--- src/rtl/core/assert_macros.svh ---
// Assertion macros shared by the soft-limit compander RTL.
// No dependencies; the bodies compile away when SYNTHESIS is defined.
`ifndef ASSERT_MACROS_SVH
`define ASSERT_MACROS_SVH
`ifndef SYNTHESIS
// Clocked property with asynchronous active-low reset disable.
`define SLC_ASSERT(lbl, clk, rstn, prop) \
  lbl: assert property (@(posedge clk) disable iff (!(rstn)) (prop)) \
    else $error("slc assertion failed");
// Same-cycle implication.
`define SLC_ASSERT_IMP(lbl, clk, rstn, ante, cons) \
  `SLC_ASSERT(lbl, clk, rstn, (ante) |-> (cons))
`else
`define SLC_ASSERT(lbl, clk, rstn, prop)
`define SLC_ASSERT_IMP(lbl, clk, rstn, ante, cons)
`endif
`endif

--- src/rtl/core/slc_ram.sv ---
// Generic single-write, single-read RAM with registered read data.
// No dependencies.
module slc_ram #(
  parameter int unsigned WIDTH = 8,
  parameter int unsigned DEPTH = 256
) (
  input  logic                     clk_i,
  input  logic                     wr_en_i,
  input  logic [$clog2(DEPTH)-1:0] wr_addr_i,
  input  logic [WIDTH-1:0]         wr_data_i,
  input  logic                     rd_en_i,
  input  logic [$clog2(DEPTH)-1:0] rd_addr_i,
  output logic [WIDTH-1:0]         rd_data_o
);

  logic [WIDTH-1:0] mem_q [DEPTH];

  always_ff @(posedge clk_i) begin
    if (wr_en_i) begin
      mem_q[wr_addr_i] <= wr_data_i;
    end
    if (rd_en_i) begin
      rd_data_o <= mem_q[rd_addr_i];
    end
  end

endmodule

--- config.mk ---
export PLATFORM = sky130hd
export DESIGN_NAME = slc_ram
export DESIGN_NICKNAME = d
export VERILOG_FILES = /design/src/rtl/core/assert_macros.svh /design/src/rtl/core/slc_ram.sv
export SDC_FILE = /design/constraint.sdc
export NUM_CORES = 2
export LEC_CHECK = 0
export BUFFER_PORTS_ARGS = -buffer_cell sky130_fd_sc_hd__clkbuf_2
export CORE_MARGIN = 2
export CORE_UTILIZATION = 54
export DETAILED_ROUTE_END_ITERATION = 6
export GPL_TIMING_DRIVEN = 0
export PLACE_DENSITY = 0.71
export SETUP_SLACK_MARGIN = 0.15
export SLEW_MARGIN = 20
export SYNTH_ARGS = -nofsm -noshare
export SYNTH_HDL_FRONTEND = slang
export SYNTH_SLANG_ARGS = --single-unit
--- constraint.sdc ---
create_clock -name clk_i -period 6.15 [get_ports clk_i]
set_clock_uncertainty 0.05 [all_clocks]
set_input_delay 0.615 -clock clk_i [delete_from_list [all_inputs] [get_ports clk_i]]
set_output_delay 0.615 -clock clk_i [all_outputs]
set_load 0.005 [all_outputs]
# Yosys cells after proc, flatten, opt, wreduce, memory -nomap -nowiden

Memories as Yosys holds them, arrays and structs flattened. A register that Yosys moved wholly into a read port is not among the register bits.
Index checks and enable logic that the tools add are counted.

Latch bits: 0
Logic and storage cells: 3
Memories: 1
Output and inout bits: 8
Memory bits (writable): 2048
Register bits after elaboration: 0
Bits in read-only memories: 0

Equal/unequal tests: 0
Bitwise operators: 0
$lt $le $gt $ge: 0
Reduce and logical (&&, ||, !) cells: 0
$mul: 0
Add/sub/neg operators: 0
Mux-type cells: 2
Shift-type cells: 0
Div/mod/pow operators: 0

Memory list:

| memory | depth | bits a word | rd ports | clocked after Yosys merged registers in | write ports | line          | source |
|---|---|---|---|---|---|---|---|
| mem_q  | 256   | 8           | 1        | 1                                       | 1           | slc_ram.sv:16 | `logic [WIDTH-1:0] mem_q [DEPTH];` |

Operators with widths:

| kind              | number |
|---|---|
| two-way mux 1 bit | 2 |

# Longest topological paths before layout

Depth after elaboration: 2
Depth in mapped cells: 11
Gate-level depth less buffers: 6

# Worst setup path after synthesis

OpenSTA, ideal clock, no wires.

Path kind: input -> register
From: input rd_addr_i[0]
To: register rd_data_o[2], read port of mem_q (data pin)
Arrival: 2.422 ns
Library setup time: 0.269 ns
Path slack: 3.409 ns
Data required time: 5.831 ns
Buffers on the path: 4
Cell stages on the path: 9
Cell sequence: buf_6 buf_12 buf_8 buf_2 mux4_2 a22oi_1 a21oi_1 nor4_1 nor4_2

RTL lines:

| item               | line          | source |
|---|---|---|
| start: declaration | slc_ram.sv:12 | `input logic [$clog2(DEPTH)-1:0] rd_addr_i,` |
| end: declaration   | slc_ram.sv:13 | `output logic [WIDTH-1:0] rd_data_o` |

==> flow_summary.json <==
{
  "final_area_mm2": 0.0891,
  "path_class": "input port to flip-flop",
  "postPlaceCellArea_mm2": 0.0831,
  "wl_per_cell_um": 38.3,
  "nFillCells": 10000,
  "post-dp-hpwl_mm": 158,
  "synth-seq-area-share_pct": 77.5,
  "fin_crit_sh_pct": 73.7,
  "grt_pass1_wl_mm": 320,
  "clock_path_buffers": 3,
  "clock_latency_ns": 0.85,
  "rsz0062_at_grt": "no",
  "critPathArrivalTime_ns": 4.99,
  "ys_warn_count": 0,
  "final_cell_mix": "edfxtp_1, mux4_2, nor2_1",
  "clock_sinks": 2056,
  "grt_start_max_net_pins": 123,
  "min_path_cells": 1,
  "critPathSlowestCell": "nor4_1",
  "grt_pass1_vias": 40300,
  "syn2layout_area_growth_pct": 11.9,
  "ir_drop_uv": 275,
  "slew_violations": 0,
  "holdPathEnd": "rd_data_o[4]",
  "seqPwrFrac_pct": 54.0,
  "critical-path-top-delay-family": "simple AND/OR/NAND/NOR gates",
  "gp_congestion": 1.00,
  "maxCapViolCount": 0,
  "die_x_um": 388,
  "p_leak_nw": 27.5,
  "cp-end-kind": "flip-flop",
  "cts_htree_levels": 4,
  "internal_power_mw": 22.3,
  "numCtsBuffers": 197,
  "cpMostUsedCell": "nor4_1",
  "synth_area_mm2": 0.0796,
  "p_clk_share_pct": 40.2,
  "swShare_pct": 22.1,
  "critPathMaxFanout": 10,
  "dieHeight_um": 388,
  "worstPathCellList": "clkbuf_2 -> clkinv_1 -> buf_4 -> nor2_1 -> clkbuf_1 -> a22oi_1 -> a21oi_1 -> nor4_1 -> nor4_1",
  "post_synth_num_cell_types": 54,
  "fin_nets": 4018,
  "worst-path-buf-inv": 4,
  "mostFrequentLayoutCell": "edfxtp_1",
  "max_stage_delay_ns": 0.89,
  "power_switching_mw": 6.33,
  "path_clk_slew_ns": 0.06,
  "drt_first_pass_iters": 6,
  "grt_use_total_pct": 31.1,
  "io_buffers": 27,
  "synth_seq_cells": 2056,
  "synth_nets": 3760,
  "worst_r2r_endpoint": "rd_data_o[3]",
  "fin_crit_ns": 4.53,
  "drt_iter0_markers": 8069,
  "critical_path_required_ns": 6.60,
  "p_per_area_mw_per_mm2": 321,
  "antenna_found_initial": 16,
  "pwr-share-comb_pct": 5.8,
  "hold_start": "rd_en_i",
  "viasPerCell": 6.94,
  "rows": 140,
  "synth.avg_cell_area_um2": 21.3,
  "die_area_mm2": 0.151,
  "synth_edf_count": 2056,
  "core_mm2": 0.146,
  "io_pins": 35,
  "syn_inst": 3733,
  "vias": 42200,
  "setup_violations": 0,
  "post-cts-setup-buffers": 0,
  "timing.fmax_mhz": 221,
  "cp-start-kind": "input port",
  "drc": 0,
  "worstReg2RegStart": "mem_q[27][3]",
  "drive_gt1_share_pct": 22.3,
  "clock-root-buffer": "clkbuf_16",
  "tns_ns": 0,
  "run_status": "complete, no violations",
  "ys.flop_type": "edfxtp_1",
  "initial_core_util_pct": 54.5,
  "ant_nets": 0,
  "cts_resized": 0,
  "routed_wl_mm": 233,
  "tightestPinTransition_ns": 1.20,
  "reg2reg_slack_ns": 2.63,
  "hp-class": "input port to flip-flop",
  "overflow": 0,
  "postCtsHoldBufs": 0,
  "cts_tree": "done",
  "rr_worst_depth": 6,
  "relSlewSlack_pct": 19.7,
  "final_hold_viol_count": 0,
  "async_reset_ff_share_pct": 0
}
layer usage:
| layer | global-route usage [%] | vias up | routed length [µm] |
|---|---|---|---|
| met5 | 0 | - | 110 |
| li1 | - | 16300 | - |
| met2 | 45.5 | 3492 | 104000 |
| met3 | 10.7 | 596 | 34300 |
| met4 | 15.3 | 16 | 13200 |
| met1 | 42.2 | 21800 | 81400 |
Yosys cell counts (all sizes together), types with 2 or more instances:
| cell type | n | area (µm²) |
|---|---|---|
| mux2i | 134 | 1340 |
| o221ai | 47 | 418 |
| a22o | 8 | 70.1 |
| o211ai | 10 | 75.1 |
| nand3b | 2 | 15.0 |
| clkbuf | 111 | 417 |
| a22oi | 133 | 998 |
| a31oi | 2 | 12.5 |
| o21ai | 12 | 60.1 |
| nand4 | 10 | 62.6 |
| a2111oi | 5 | 52.6 |
| a221oi | 14 | 129 |
| nand2 | 33 | 124 |
| a211oi | 16 | 120 |
| and3b | 2 | 17.5 |
| nor4 | 27 | 188 |
| edfxtp | 2056 | 61700 |
| o32ai | 5 | 51.3 |
| nand2b | 8 | 50.1 |
| a21oi | 96 | 480 |
| or2 | 4 | 25.0 |
| and2 | 6 | 37.5 |
| o22ai | 28 | 175 |
| nor2 | 282 | 1060 |
| buf | 122 | 1030 |
| nand3 | 34 | 170 |
| o22a | 5 | 43.8 |
| a311oi | 2 | 17.5 |
| nor3 | 22 | 110 |
| nor2b | 31 | 194 |
| mux4 | 456 | 10300 |
worst max-delay path by stage:
| stage | from | end | slack [ns] | depth (start not counted) |
|---|---|---|---|---|
| final | rd_addr_i[2] | rd_data_o[7] | 1.62 | 9 |
| after global routing | rd_addr_i[2] | rd_data_o[1] | 1.74 | 9 |
| after CTS | rd_addr_i[2] | rd_data_o[5] | 1.56 | 9 |
| after detailed placement | rd_addr_i[2] | rd_data_o[5] | 0.70 | 9 |
| after global placement | rd_addr_i[1] | rd_data_o[1] | 0.59 | 9 |
| after floorplan | rd_addr_i[0] | rd_data_o[2] | 3.41 | 9 |
cell families (layout without fill, tap and decap cells):
logic type,after synthesis,in the layout,share of synthesized area (%)
buffers and inverters,235,653,1.83
AOI/OAI and AO/OA,385,385,3.42
and+or+nand+nor,466,466,2.63
other,0,7,0
muxes,591,591,14.6
DFF,2056,2056,77.5
power groups by stage:
stage	registers (mW)	logic [mW]	clock network (mW)
after floorplan	15.8	0.751	0
after global placement	15.8	1.52	0
after detailed placement	15.8	1.60	0
after CTS	15.5	1.61	11.5
after global routing	15.5	1.68	12.1
final	15.5	1.67	11.5
worst register-to-register path: stages, from the launching register on:
cell and delay (ns):
edfxtp_1 0.38, mux4_2 0.54, a22o_1 0.26, a221oi_1 0.47
o221ai_1 0.23, a211oi_1 0.95, nor4_1 0.31
area by class of cell:
class	count	area [µm²]	share of cell area, %
inverter	2	7.51	0.00842
tap	1917	2400	2.69
buffer	233	1490	1.67
sequential	2056	61700	69.3
clock buffer	262	5320	5.97
antenna	7	17.5	0.0197
timing repair buffer	59	967	1.09
clock inverter	97	691	0.775
multi-input combinational	1442	16500	18.5
flip-flops by register name, indices dropped and copies added (netlist names):
name / cells
mem_q: 2048
rd_data_o: 8
through the flow:
step	hold WS [ns]	setup WS (ns)	utilization, %	std cells	total power [mW]
after floorplan	0.664	3.41	-	3733	16.5
after global placement	0.918	0.591	56.2	5677	17.4
after detailed placement	0.935	0.698	56.9	5708	17.4
after CTS	0.0595	1.56	61.0	6067	28.6
after global routing	0.0914	1.74	61.0	6068	29.2
final	0.0810	1.62	61.0	6075	28.7
Power figures use the tool's default switching activity.
