File: src/rtl/core/assert_macros.svh
// Assertion macros shared by the soft-limit compander RTL.
// No dependencies; the bodies compile away when SYNTHESIS is defined.
`ifndef ASSERT_MACROS_SVH
`define ASSERT_MACROS_SVH
`ifndef SYNTHESIS
// Clocked property with asynchronous active-low reset disable.
`define SLC_ASSERT(lbl, clk, rstn, prop) \
  lbl: assert property (@(posedge clk) disable iff (!(rstn)) (prop)) \
    else $error("slc assertion failed");
// Same-cycle implication.
`define SLC_ASSERT_IMP(lbl, clk, rstn, ante, cons) \
  `SLC_ASSERT(lbl, clk, rstn, (ante) |-> (cons))
`else
`define SLC_ASSERT(lbl, clk, rstn, prop)
`define SLC_ASSERT_IMP(lbl, clk, rstn, ante, cons)
`endif
`endif

File: src/rtl/core/slc_pkg.sv
// Package for the soft-limit compander: widths, curve constants, word types.
// No dependencies.
package slc_pkg;

  localparam int unsigned SAMPLE_W = 16;  // signed mix sample
  localparam int unsigned MAG_W    = 15;  // folded magnitude
  localparam int unsigned PCM_W    = 8;
  localparam int unsigned VC_W     = 5;   // voice count register
  localparam int unsigned SEG_W    = 7;   // 128 curve entries per voice
  localparam int unsigned Q_W      = 7;   // stored curve value, 0..127
  localparam int unsigned FRAC_W   = 8;   // fraction bits of the raw quotient
  localparam int unsigned I_W      = 11;  // curve index at most 16 voices
  localparam int unsigned KM_W     = 11;  // 127 * voices
  localparam int unsigned NUM_W    = 22;  // index * 127 * voices
  localparam int unsigned DEN_W    = 15;  // 127 * voices + index * (voices - 1)
  localparam int unsigned QUO_W    = 15;  // quotient with fraction, below 128 * 256

  localparam logic [KM_W-1:0]  CURVE_K    = 11'd127;
  localparam logic [QUO_W:0]   ROUND_HALF = 16'd128;
  localparam logic [Q_W-1:0]   Q_MAX      = 7'd127;
  localparam logic [PCM_W-1:0] PCM_MID    = 8'd128;
  localparam logic [PCM_W-1:0] PCM_BELOW  = 8'd127;
  localparam logic [PCM_W-1:0] PCM_MAX    = 8'd255;
  localparam logic [PCM_W-1:0] PCM_MIN    = 8'd0;

  typedef struct packed {
    logic signed [SAMPLE_W-1:0] mix_sample;
    logic                       frame_last;
  } slc_in_t;

  typedef struct packed {
    logic [PCM_W-1:0] pcm_byte;
    logic             frame_last_out;
  } slc_out_t;

endpackage

File: src/rtl/core/slc_curve_fill.sv
// Curve table builder: sweeps the indices for the current voice count through
// a pipelined restoring divider and writes rounded values. Uses slc_pkg.
`include "assert_macros.svh"
module slc_curve_fill #(
  parameter int unsigned MAX_VOICES = 16
) (
  input  logic                                        clk_i,
  input  logic                                        rst_ni,
  input  logic                                        restart_i,
  input  logic [slc_pkg::VC_W-1:0]                    voices_i,
  output logic                                        busy_o,
  output logic                                        wr_en_o,
  output logic [$clog2((1 << slc_pkg::SEG_W) * MAX_VOICES)-1:0] wr_addr_o,
  output logic [slc_pkg::Q_W-1:0]                     wr_data_o
);
  import slc_pkg::*;

  localparam int unsigned DEPTH = (1 << SEG_W) * MAX_VOICES;
  localparam int unsigned AW    = $clog2(DEPTH);
  localparam int unsigned CNT_W = $clog2(DEPTH + 1);

  logic             issuing_q;
  logic [CNT_W-1:0] idx_q;
  logic [CNT_W-1:0] limit;

  logic [I_W-1:0]   idx_ext;
  logic [KM_W-1:0]  km;
  logic [NUM_W-1:0] numer;
  logic [DEN_W-1:0] denom;

  logic [QUO_W:0]   st_v_q;
  logic [AW-1:0]    st_idx_q [QUO_W+1];
  logic [DEN_W-1:0] st_rem_q [QUO_W+1];
  logic [QUO_W-1:0] st_low_q [QUO_W+1];
  logic [DEN_W-1:0] st_den_q [QUO_W+1];
  logic [QUO_W-1:0] st_quo_q [QUO_W+1];

  logic [QUO_W:0]          rounded;
  logic [QUO_W-FRAC_W:0]   q_int;

  assign limit = CNT_W'(voices_i) << SEG_W;

  // Issue one index per cycle until the knee of the current curve.
  always_ff @(posedge clk_i or negedge rst_ni) begin
    if (!rst_ni) begin
      issuing_q <= 1'b1;
      idx_q     <= '0;
    end else if (restart_i) begin
      issuing_q <= 1'b1;
      idx_q     <= '0;
    end else if (issuing_q) begin
      idx_q <= idx_q + CNT_W'(1);
      if (idx_q == limit - CNT_W'(1)) begin
        issuing_q <= 1'b0;
      end
    end
  end

  // Setup stage: numerator and denominator of the curve.
  assign idx_ext = I_W'(idx_q[AW-1:0]);
  assign km      = KM_W'(voices_i) * CURVE_K;
  assign numer   = NUM_W'(idx_ext) * NUM_W'(km);
  assign denom   = DEN_W'(km) + DEN_W'(idx_ext) * DEN_W'(voices_i - VC_W'(1));

  always_ff @(posedge clk_i or negedge rst_ni) begin
    if (!rst_ni) begin
      st_v_q[0] <= 1'b0;
    end else begin
      st_v_q[0] <= issuing_q & ~restart_i;
    end
  end

  // The dividend is numer << 8; its top 15 bits are below the divisor.
  always_ff @(posedge clk_i) begin
    st_idx_q[0] <= idx_q[AW-1:0];
    st_rem_q[0] <= numer[NUM_W-1:NUM_W-DEN_W];
    st_low_q[0] <= {numer[NUM_W-DEN_W-1:0], FRAC_W'(0)};
    st_den_q[0] <= denom;
    st_quo_q[0] <= '0;
  end

  // One quotient bit per stage.
  for (genvar s = 1; s <= QUO_W; s++) begin : g_div
    logic [DEN_W:0] trial;
    logic [DEN_W:0] diff;
    logic           ge;

    assign trial = {st_rem_q[s-1], st_low_q[s-1][QUO_W-1]};
    assign diff  = trial - {1'b0, st_den_q[s-1]};
    assign ge    = trial >= {1'b0, st_den_q[s-1]};

    always_ff @(posedge clk_i or negedge rst_ni) begin
      if (!rst_ni) begin
        st_v_q[s] <= 1'b0;
      end else begin
        st_v_q[s] <= st_v_q[s-1] & ~restart_i;
      end
    end

    always_ff @(posedge clk_i) begin
      st_idx_q[s] <= st_idx_q[s-1];
      st_rem_q[s] <= ge ? diff[DEN_W-1:0] : trial[DEN_W-1:0];
      st_low_q[s] <= {st_low_q[s-1][QUO_W-2:0], 1'b0};
      st_den_q[s] <= st_den_q[s-1];
      st_quo_q[s] <= {st_quo_q[s-1][QUO_W-2:0], ge};
    end
  end

  // Round to the nearest whole step and hold at the top of the curve.
  assign rounded = {1'b0, st_quo_q[QUO_W]} + ROUND_HALF;
  assign q_int   = rounded[QUO_W:FRAC_W];

  assign wr_en_o   = st_v_q[QUO_W];
  assign wr_addr_o = st_idx_q[QUO_W];
  assign wr_data_o = (q_int > {1'b0, Q_MAX}) ? Q_MAX : q_int[Q_W-1:0];
  assign busy_o    = issuing_q | (|st_v_q);

  `SLC_ASSERT_IMP(a_wr_in_curve, clk_i, rst_ni, wr_en_o, CNT_W'(wr_addr_o) < limit)
  `SLC_ASSERT_IMP(a_rem_below_den, clk_i, rst_ni, wr_en_o,
                  st_rem_q[QUO_W] < st_den_q[QUO_W])
  `SLC_ASSERT(a_restart_rewinds, clk_i, rst_ni,
              restart_i |=> (issuing_q && idx_q == '0 && !st_v_q[0]))

endmodule

File: config.mk
export PLATFORM = sky130hd
export DESIGN_NAME = slc_curve_fill
export DESIGN_NICKNAME = d
export VERILOG_FILES = /design/src/rtl/core/slc_pkg.sv /design/src/rtl/core/slc_curve_fill.sv
export VERILOG_INCLUDE_DIRS = /design/src /design/src/rtl/core
export SDC_FILE = /design/constraint.sdc
export NUM_CORES = 1
export LEC_CHECK = 0
export ABC_AREA = 0
export BUFFER_PORTS_ARGS = -buffer_cell sky130_fd_sc_hd__clkbuf_2
export CAP_MARGIN = 20
export CORE_MARGIN = 2
export CORE_UTILIZATION = 40
export DETAILED_ROUTE_END_ITERATION = 8
export GPL_ROUTABILITY_DRIVEN = 0
export GPL_TIMING_DRIVEN = 1
export PLACE_DENSITY = 0.53
export SLEW_MARGIN = 20
export SYNTH_ARGS = -nofsm -noshare
export SYNTH_HDL_FRONTEND = slang
export SYNTH_SLANG_ARGS = --single-unit
File: constraint.sdc
create_clock -name clk_i -period 10.7 [get_ports clk_i]
set_clock_uncertainty 0.15 [all_clocks]
set_input_delay 1.07 -clock clk_i [delete_from_list [all_inputs] [get_ports clk_i]]
set_output_delay 1.07 -clock clk_i [all_outputs]
set_load 0.02 [all_outputs]
* Yosys cells after proc, flatten, opt, wreduce, memory -nomap -nowiden
Memories as Yosys holds them, arrays and structs flattened.
Index checks and enable logic that the tools add are counted.
** Word-level totals
- Bits in writable memories :: 1120
- Register bits :: 29
- Memories :: 5
- Input bits :: 8
- Word-level logic and storage cells :: 104
- Output and inout bits :: 20
** Cells by class
- Bitwise logic cells :: 18
- Multiply operators :: 3
- Equal/unequal tests :: 1
- Reduce and logical (&&, ||, !) cells :: 2
- Magnitude comparators :: 16
- Mux-type cells :: 21
- Add/sub/neg operators :: 20
** Memories
- st_den_q :: words 16, width 15, rd ports 15, clocked after memory_dff 0, write ports 16, line slc_curve_fill.sv:35 : logic [DEN_W-1:0] st_den_q [QUO_W+1];
- st_quo_q :: words 16, width 15, rd ports 16, clocked after memory_dff 0, write ports 16, line slc_curve_fill.sv:36 : logic [QUO_W-1:0] st_quo_q [QUO_W+1];
- st_rem_q :: words 16, width 15, rd ports 15, clocked after memory_dff 0, write ports 16, line slc_curve_fill.sv:33 : logic [DEN_W-1:0] st_rem_q [QUO_W+1];
- st_low_q :: words 16, width 14, rd ports 15, clocked after memory_dff 0, write ports 16, line slc_curve_fill.sv:34 : logic [QUO_W-1:0] st_low_q [QUO_W+1];
- st_idx_q :: words 16, width 11, rd ports 16, clocked after memory_dff 0, write ports 16, line slc_curve_fill.sv:32 : logic [AW-1:0] st_idx_q [QUO_W+1];
** Operator list (count)
- 16-bit by 15-bit greater-or-equal comparator with 1-bit output :: 15
- 15-bit 2-to-1 mux :: 15
- 15-bit subtractor :: 15
- 12-bit 2-to-1 mux :: 2
- 11-bit by 11-bit multiplier with 22-bit output :: 1
- 15-bit by 8-bit adder with 16-bit output (second input constant) :: 1
- 1-bit AND :: 16
- 16-bit OR reduction :: 1
- 11-bit by 15-bit adder with 15-bit output :: 1
- 12-bit by 6-bit multiplier with 15-bit output :: 1
- 12-bit by 1-bit adder with 12-bit output (second input constant) :: 1
- 12-bit == test :: 1
- 12-bit by 1-bit subtractor with 12-bit output (second input constant) :: 1
- 5-bit by 7-bit multiplier with 11-bit output (second input constant) :: 1
- 8-bit by 7-bit > comparator with 1-bit output (second input constant) :: 1
- 7-bit 2-to-1 mux :: 1
- 5-bit by 1-bit subtractor with 6-bit output (second input constant) :: 1
- 1-bit 2-to-1 mux :: 3
- 2-bit nonzero test :: 1
- 1-bit NOT :: 1
- 1-bit OR :: 1

* Longest topological paths before layout
Gate-level depths: netlist of the first run.
- Word-level depth :: 5
- Gate-level depth with buffers :: 34
- Depth with buffers taken out :: 33

* Least setup slack after synthesis of the first run
OpenSTA, ideal clock, no wires.
- Kind :: input port to flip-flop
- Start :: input voices_i[2] (netlist bit)
- End :: memory st_rem_q[0][14]
- Data arrival time :: 8.538 ns
- Library setup time :: 0.072 ns
- Cell stages on the path :: 32
- Data required time :: 10.478 ns
- Setup slack :: 1.940 ns
- Path through :: fa_1 > inv_1 > fa_1 > fa_1 > inv_1 > ha_1 > a21oi_1 > nor2_1 > nor2_1 > o21bai_1 > a21oi_1 > o21ai_0 > xor2_1 > clkbuf_1 > nand2b_1 > fa_1 > fa_1 > inv_1 > fa_1 > fa_1 > inv_1 > fa_1 > inv_1 > ha_1 > a21o_1 > a21oi_1 > nand2b_1 > o221ai_1 > nand2_1 > a31o_2 > a21oi_1 > xnor2_1
** RTL lines
- start: declaration :: line slc_curve_fill.sv:10 : input logic [slc_pkg::VC_W-1:0] voices_i,
- end: declaration :: line slc_curve_fill.sv:33

==> run_results.csv, run 1 <==
group,metric,value,unit
min_path,hp-class,"flip-flop to flip-flop",
worst_setup_path,worstPathBufferInverterCount,6,
clocking,cts_tree,"built",
grt,grtUsageTotal,15.15,%
sta,maxSlewHeadroom,30.83,%
grt,first_global_vias,16840,
synth,yosysWarnings,0,
synth,synthTopCellsByArea,"dfxtp_1 42%, ha_1 12%, fa_1 11%",
placement,hpwl,37470,um
clocking,htree_levels,2,
placement,port_buffers,27,
clocking,cts_buffer_depth,3,
synth,postSynthCellCount,2456,
worst_setup_path,start_kind,"input pin",
synth,synth_top_area_share,41.84,%
final_layout,area_delta_synth_final,11.99,%
detailed_routing,wl_met2,25990,um
final_layout,drive_gt1_share,8.438,%
grt,antenna_found_initial,0,
detailed_routing,drtIter0Drc,553,
detailed_routing,dr_wl_met3,1436,um
worst_setup_path,arrival,9550,ps
synth,synth_mux_area_share,1.771,%
die,start_util,40.58,%
detailed_routing,top_layer,"met4",
synth,ys_seq_elements,565,
synth,syn_nets,2848,
final_layout,diodes,0,
synth,synth_simple_gate_area_share,10.90,%
synth,async_flop_share,5.133,%
sta,worstMarginPinSlew,1038,ps
detailed_routing,wl_met1,19970,um
clocking,numClockSinks,565,
worst_setup_path,cp_top_family,"adder cells",
clocking,post_cts_buffers,0,
worst_setup_path,cpMaxStageDelayCell,"xor2_1",
sta,rsz0062_at_grt,"no",
sta,finalCriticalPeriod,9164,ps
sta,fmaxAchievable,0.1091,GHz
die,die_y,257.2,um
clocking,numCtsBuffers,58,
detailed_routing,drt-total-wl,49480,um
worst_setup_path,cp-end-kind,"flip-flop",
synth,synth_top_flop_cell,"dfxtp_1",
detailed_routing,routedWlPerCell,14.58,um
worst_setup_path,crit_type,"input pin to flip-flop",
worst_setup_path,required,11080,ps
sta,finalCritPeriodShare,85.64,%
sta,finalSetupViolCount,0,
grt,grt_max_degree,31,
sta,slew_violations,0,
worst_setup_path,cpPeakStageDelay,740,ps
worst_setup_path,cp_max_fo,12,
synth,yosys.area.top_type,"dfxtp_1",
detailed_routing,vias,16150,
sta,setup-tns-final,0,ps
detailed_routing,dr.pass1.iters,8,
clocking,clock-root-buffer,"clkbuf_16",
die,rows,92,
synth,yosysSeqAreaShare,44.67,%
detailed_routing,avgViaCountPerCell,4.757,
power_and_ir_drop,p_per_area,301.3,nW/um2
power_and_ir_drop,p_leak,13.45,nW
die,die_w,257.2,um
synth,synth_edf_count,0,
grt,grt_pass1_wl,81770,um
detailed_routing,drcViolationCount,0,
placement,place_ws,939.7,ps
die,die_area,66160,um2
outcome,status,"finished, final reports clean",
clocking,cts_resized,0,
detailed_routing,final_antenna_net_count,0,
die,pin_count,28,
synth,synth.avg_cell_area,10.44,um2
synth,synth_cell_type_count,76,
power_and_ir_drop,peakVddDrop,136.7,uV
final_layout,nNetsFinal,2893,
sta,holdWs,150.7,ps
grt,grt_overflow,0,
sta,setup_ws,1536,ps
synth,synthAdderAreaFrac,22.89,%
clocking,clk_latency,610,ps
synth,synth_compound_area_share,9.162,%
die,core_area,63200,um2
clocking,ctsHoldBuffers,0,
synth,synth_top_family_by_area,"adder cells",
job,cap_violations,0,
worst_setup_path,crit_top_cell,"fa_1",
synth,synth_xor_area_share,4.440,%
synth,netlist_area,25650,um2
sta,hold_viol,0,
clocking,clkTransAtPathRegs,60,ps
[sequential cells by signal, indices dropped and copies added, names as in the netlist]
register and count:
st_rem_q 120, idx_q 12, st_idx_q 176, st_low_q 28, issuing_q 1, st_den_q 120, wr_en_o 1, st_v_q 15
st_quo_q 92
[path summary, 6_finish.rpt]
path                            startpoint         endpoint  slack [ps]  depth (start not counted)
setup / recovery               voices_i[2]  st_rem_q[0][14]        1540                         30
hold / removal             st_quo_q[0][63]  st_quo_q[0][79]         150                          0
setup reg to reg                  idx_q[0]  st_rem_q[0][14]        4720                         18
hold reg to reg            st_quo_q[0][63]  st_quo_q[0][79]         150                          0
max in group asynchronous           rst_ni       st_v_q[12]        9580                          1
min in group asynchronous           rst_ni         idx_q[4]         350                          1
[kinds of logic (layout without fill, tap and decap cells)]
family | count (synthesis) | count (layout)
other | 1 | 1
buffers and inverters | 410 | 502
and+or+nand+nor | 566 | 566
xor gates and xnor gates | 130 | 130
adders and majority gates | 384 | 384
muxes | 38 | 38
AOI/OAI and AO/OA | 362 | 362
DFF | 565 | 565
[Yosys cell counts (8+ instances only)]
master	number
nand3_1	17
dfxtp_1	536
or3_1	8
a21oi_1	111
o21a_1	24
nand2b_1	25
fa_1	142
nor3_1	18
xnor2_1	76
mux2_4	9
or2_2	17
a211oi_1	8
o21bai_1	11
nand4_1	22
nor2_1	104
inv_1	355
and3_1	15
o21ai_0	91
and2_1	68
nand2_1	187
a21o_1	31
o211ai_1	9
ha_1	242
xor2_1	54
clkbuf_1	47
mux2_2	23
nor2b_1	62
dfrtp_1	28
o31ai_1	12
[metal layers]
| metal | vias to the layer above | GRT usage [%] |
|---|---|---|
| met3 | 142 | 2.532 |
| met1 | 7691 | 16.07 |
| met4 | 0 | 6.848 |
| met5 | - | 0 |
| li1 | 8050 | - |
| met2 | 263 | 29.04 |
[area by class of cell]
type / count / area, um2
tap: 846 / 1059
clock inverter: 28 / 300.3
fill: 5881 / 34480
inverter: 356 / 1336
timing repair buffer: 39 / 225.2
sequential: 565 / 11460
clock buffer: 79 / 1714
multi-input combinational: 1481 / 12630
[per-stage QoR]
step | utilization [%] | cell area (um2) | std cells | total power [mW]
after floorplan | - | 25650 | 2456 | 5.777
after detailed placement | 42.25 | 26700 | 3287 | 6.661
after global placement | 42.23 | 26690 | 3287 | 6.538
final | 45.45 | 28720 | 3394 | 8.653
after CTS | 45.43 | 28710 | 3394 | 8.757
after global routing | 45.45 | 28720 | 3394 | 9.343
[cell usage in the layout (no fill, tap or decap), drive strengths merged, types with 8 or more instances in the layout]
| cell type | n |
|---|---|
| a211oi | 9 |
| a21o | 31 |
| a21oi | 115 |
| and2 | 68 |
| and3 | 15 |
| buf | 12 |
| clkbuf | 106 |
| clkinv | 20 |
| dfrtp | 28 |
| dfxtp | 536 |
| fa | 142 |
| ha | 242 |
| inv | 359 |
| mux2 | 32 |
| nand2 | 188 |
| nand2b | 25 |
| nand3 | 18 |
| nand4 | 22 |
| nor2 | 104 |
| nor2b | 62 |
| nor3 | 18 |
| o211ai | 9 |
| o21a | 24 |
| o21ai | 95 |
| o21bai | 11 |
| o31ai | 14 |
| or2 | 17 |
| or3 | 8 |
| xnor2 | 76 |
| xor2 | 54 |
[power by group]
| part | switching [mW] | total, mW | internal [mW] | leakage [nW] |
|---|---|---|---|---|
| clock | 0.835 | 2.04 | 1.20 | 0.996 |
| sequential | 0.245 | 2.90 | 2.66 | 4.81 |
| combinational | 2.09 | 3.71 | 1.63 | 7.64 |
| total | 3.17 | 8.65 | 5.49 | 13.4 |
Power figures use the tool's default switching activity.
==> run 2: changes to the inputs <==
--- a/config.mk
+++ b/config.mk
@@ -7,6 +7,7 @@
 export NUM_CORES = 1
 export LEC_CHECK = 0
 export ABC_AREA = 0
+export ABC_CLOCK_PERIOD_IN_PS = 10700
 export BUFFER_PORTS_ARGS = -buffer_cell sky130_fd_sc_hd__clkbuf_2
 export CAP_MARGIN = 20
 export CORE_MARGIN = 2
==> constraint.sdc (replaced) <==
create_clock -name clk_i -period 10.7 [get_ports clk_i]
set_clock_uncertainty 0.15 [all_clocks]
set_input_delay 0.535 -clock clk_i [delete_from_list [all_inputs] [get_ports clk_i]]
set_output_delay 0.535 -clock clk_i [all_outputs]
set_load 0.02 [all_outputs]
==> run_results.csv, run 2 (synthesis results as in run 1) <==
group,metric,value,unit
final_layout,nNetsFinal,2892,
detailed_routing,top_layer,"met4",
final_layout,final_cell_mix,"536 x dfxtp_1, 355 x inv_1, 242 x ha_1, 187 x nand2_1, 142 x fa_1",
final_layout,fillers,5948,
final_layout,largest_reg_flops,176,
worst_setup_path,arrival,9100,ps
detailed_routing,routedWlPerCell,14.57,um
detailed_routing,drtIter0Drc,621,
sta,setup-tns-final,0,ps
detailed_routing,final_antenna_net_count,0,
grt,antenna_found_initial,1,
clocking,clkTransAtPathRegs,60,ps
final_layout,diodes,0,
worst_setup_path,worstPathBufferInverterCount,6,
worst_setup_path,cp_top_family,"adder cells",
grt,first_global_vias,17030,
clocking,htree_levels,2,
sta,slew_violations,0,
sta,rsz0062_at_grt,"no",
detailed_routing,dr.pass1.iters,5,
job,cap_violations,0,
detailed_routing,wl_met1,20050,um
worst_setup_path,crit_path_start,"voices_i[2]",
grt,grt_max_degree,31,
detailed_routing,vias,15960,
sta,finalCritPeriodShare,81.62,%
final_layout,largest-register,"st_idx_q",
worst_setup_path,required,11070,ps
power_and_ir_drop,total_power,8.763,mW
clocking,clk_latency,610,ps
detailed_routing,dr_wl_met3,1488,um
worst_setup_path,r2r_start,"idx_q[2]",
final_layout,area_delta_synth_final,12.27,%
power_and_ir_drop,p_per_area,304.3,nW/um2
die,rows,92,
worst_setup_path,reg2reg_slack,4740,ps
die,die_y,257.2,um
clocking,numCtsBuffers,58,
die,core_area,63200,um2
worst_setup_path,cpPeakStageDelay,760,ps
placement,port_buffers,27,
final_layout,top_regs,"st_idx_q x176, st_den_q x120, st_rem_q x120",
sta,hold_viol,0,
clocking,clock-root-buffer,"clkbuf_16",
outcome,status,"finished, final reports clean",
grt,grt_overflow,0,
clocking,cts_tree,"built",
worst_setup_path,cp-end-kind,"flip-flop",
clocking,cts_buffer_depth,3,
worst_setup_path,cpMaxStageDelayCell,"xor2_1",
detailed_routing,drt-total-wl,49450,um
clocking,post_cts_buffers,0,
die,start_util,40.58,%
grt,grt_pass1_wl,81900,um
detailed_routing,drcViolationCount,0,
min_path,hp-class,"flip-flop to flip-flop",
sta,finalCriticalPeriod,8734,ps
power_and_ir_drop,p_leak,13.47,nW
clocking,numClockSinks,565,
worst_setup_path,start_kind,"input pin",
min_path,hp-start,"st_quo_q[0][77]",
power_and_ir_drop,peakVddDrop,150.5,uV
worst_setup_path,crit_top_cell,"fa_1",
die,die_area,66160,um2
final_layout,drive_gt1_share,8.441,%
final_layout,finalNonFillerCells,3393,
sta,worstMarginPinSlew,1075,ps
die,pin_count,28,
placement,hpwl,37370,um
sta,finalSetupViolCount,0,
worst_setup_path,cp_max_fo,12,
detailed_routing,avgViaCountPerCell,4.705,
sta,fmaxAchievable,0.1145,GHz
die,die_w,257.2,um
final_layout,final_common_cell,"dfxtp_1",
sta,maxSlewHeadroom,27.79,%
placement,place_inst,3285,
grt,grtUsageTotal,15.14,%
worst_setup_path,crit_type,"input pin to flip-flop",
detailed_routing,wl_met2,25730,um
[run 2: cell count changes in the layout (fill, tap and decap cells not counted), moves of 2 or more]
| cell | previous run | this run |
|---|---|---|
| bufinv_16 | 3 | 10 |
| clkinv_2 | 13 | 9 |
| clkinvlp_4 | 2 | 6 |
| clkbuf_16 | 61 | 58 |
| clkinv_4 | 5 | 2 |
| buf_4 | 12 | 10 |
| clkbuf_1 | 6 | 4 |
| clkinv_16 | 2 | 0 |
| inv_6 | 3 | 5 |
[run 2: path summary, 6_finish.rpt]
path,endpoint,depth (start not counted)
min reg2reg,st_quo_q[0][93],0
max,st_rem_q[0][14],32
min,st_quo_q[0][93],0
min in group asynchronous,idx_q[6],2
max in group asynchronous,st_v_q[4],2
max reg2reg,st_rem_q[0][14],18
[run 2: where the power goes]
part	total (mW)	internal [mW]	switching, mW	leakage (nW)
Sequential	2.90	2.66	0.243	4.81
Combinational	3.72	1.62	2.09	7.64
Clock	2.15	1.32	0.831	1.02
[run 2: repair_timing]
item                       in CTS  in global routing
hold endpoints to repair       28                  0
setup endpoints to repair       0                  0
hold buffers                    1                  0
gates resized for setup         0                  0
[run 2: layout make-up]
type                    instances  area, um2  share of cell area [%]
flip-flops and latches        565      11460                   39.79
clock buffers                  73       1618                   5.619
inverters                     356       1336                   4.641
multi-input cells            1481      12630                   43.86
repair buffers                 38      220.2                  0.7648
well taps                     846       1059                   3.676
clock inverters                34      474.2                   1.647
[run 2: metal layers]
layer	vias to the layer above	track usage (%)
met5	-	0
met4	0	7.413
met3	124	2.413
met2	228	28.68
met1	7571	16.21
li1	8041	-
[run 2: worst reg2reg max path, delay by kind of cell (launching register included)]
kind,cells,cell delay [ps]
XOR/XNOR,1,130
flip-flops,1,1010
AND/OR/NAND/NOR,3,430
buffers and inverters,3,150
adder cells (fa/ha/maj),6,2950
AO/OA/AOI/OAI,5,1080
[run 2: per-stage QoR]
step	area [um2]	setup slack [ps]	utilization [%]	hold WS, ps
after global placement	26680	1531	42.21	159.5
after floorplan	25650	2475	-	89.41
after global routing	28790	1430	45.56	169.3
after detailed placement	26680	1266	42.22	162.1
final	28790	1966	45.56	164.2
after CTS	28790	1905	45.55	162.5
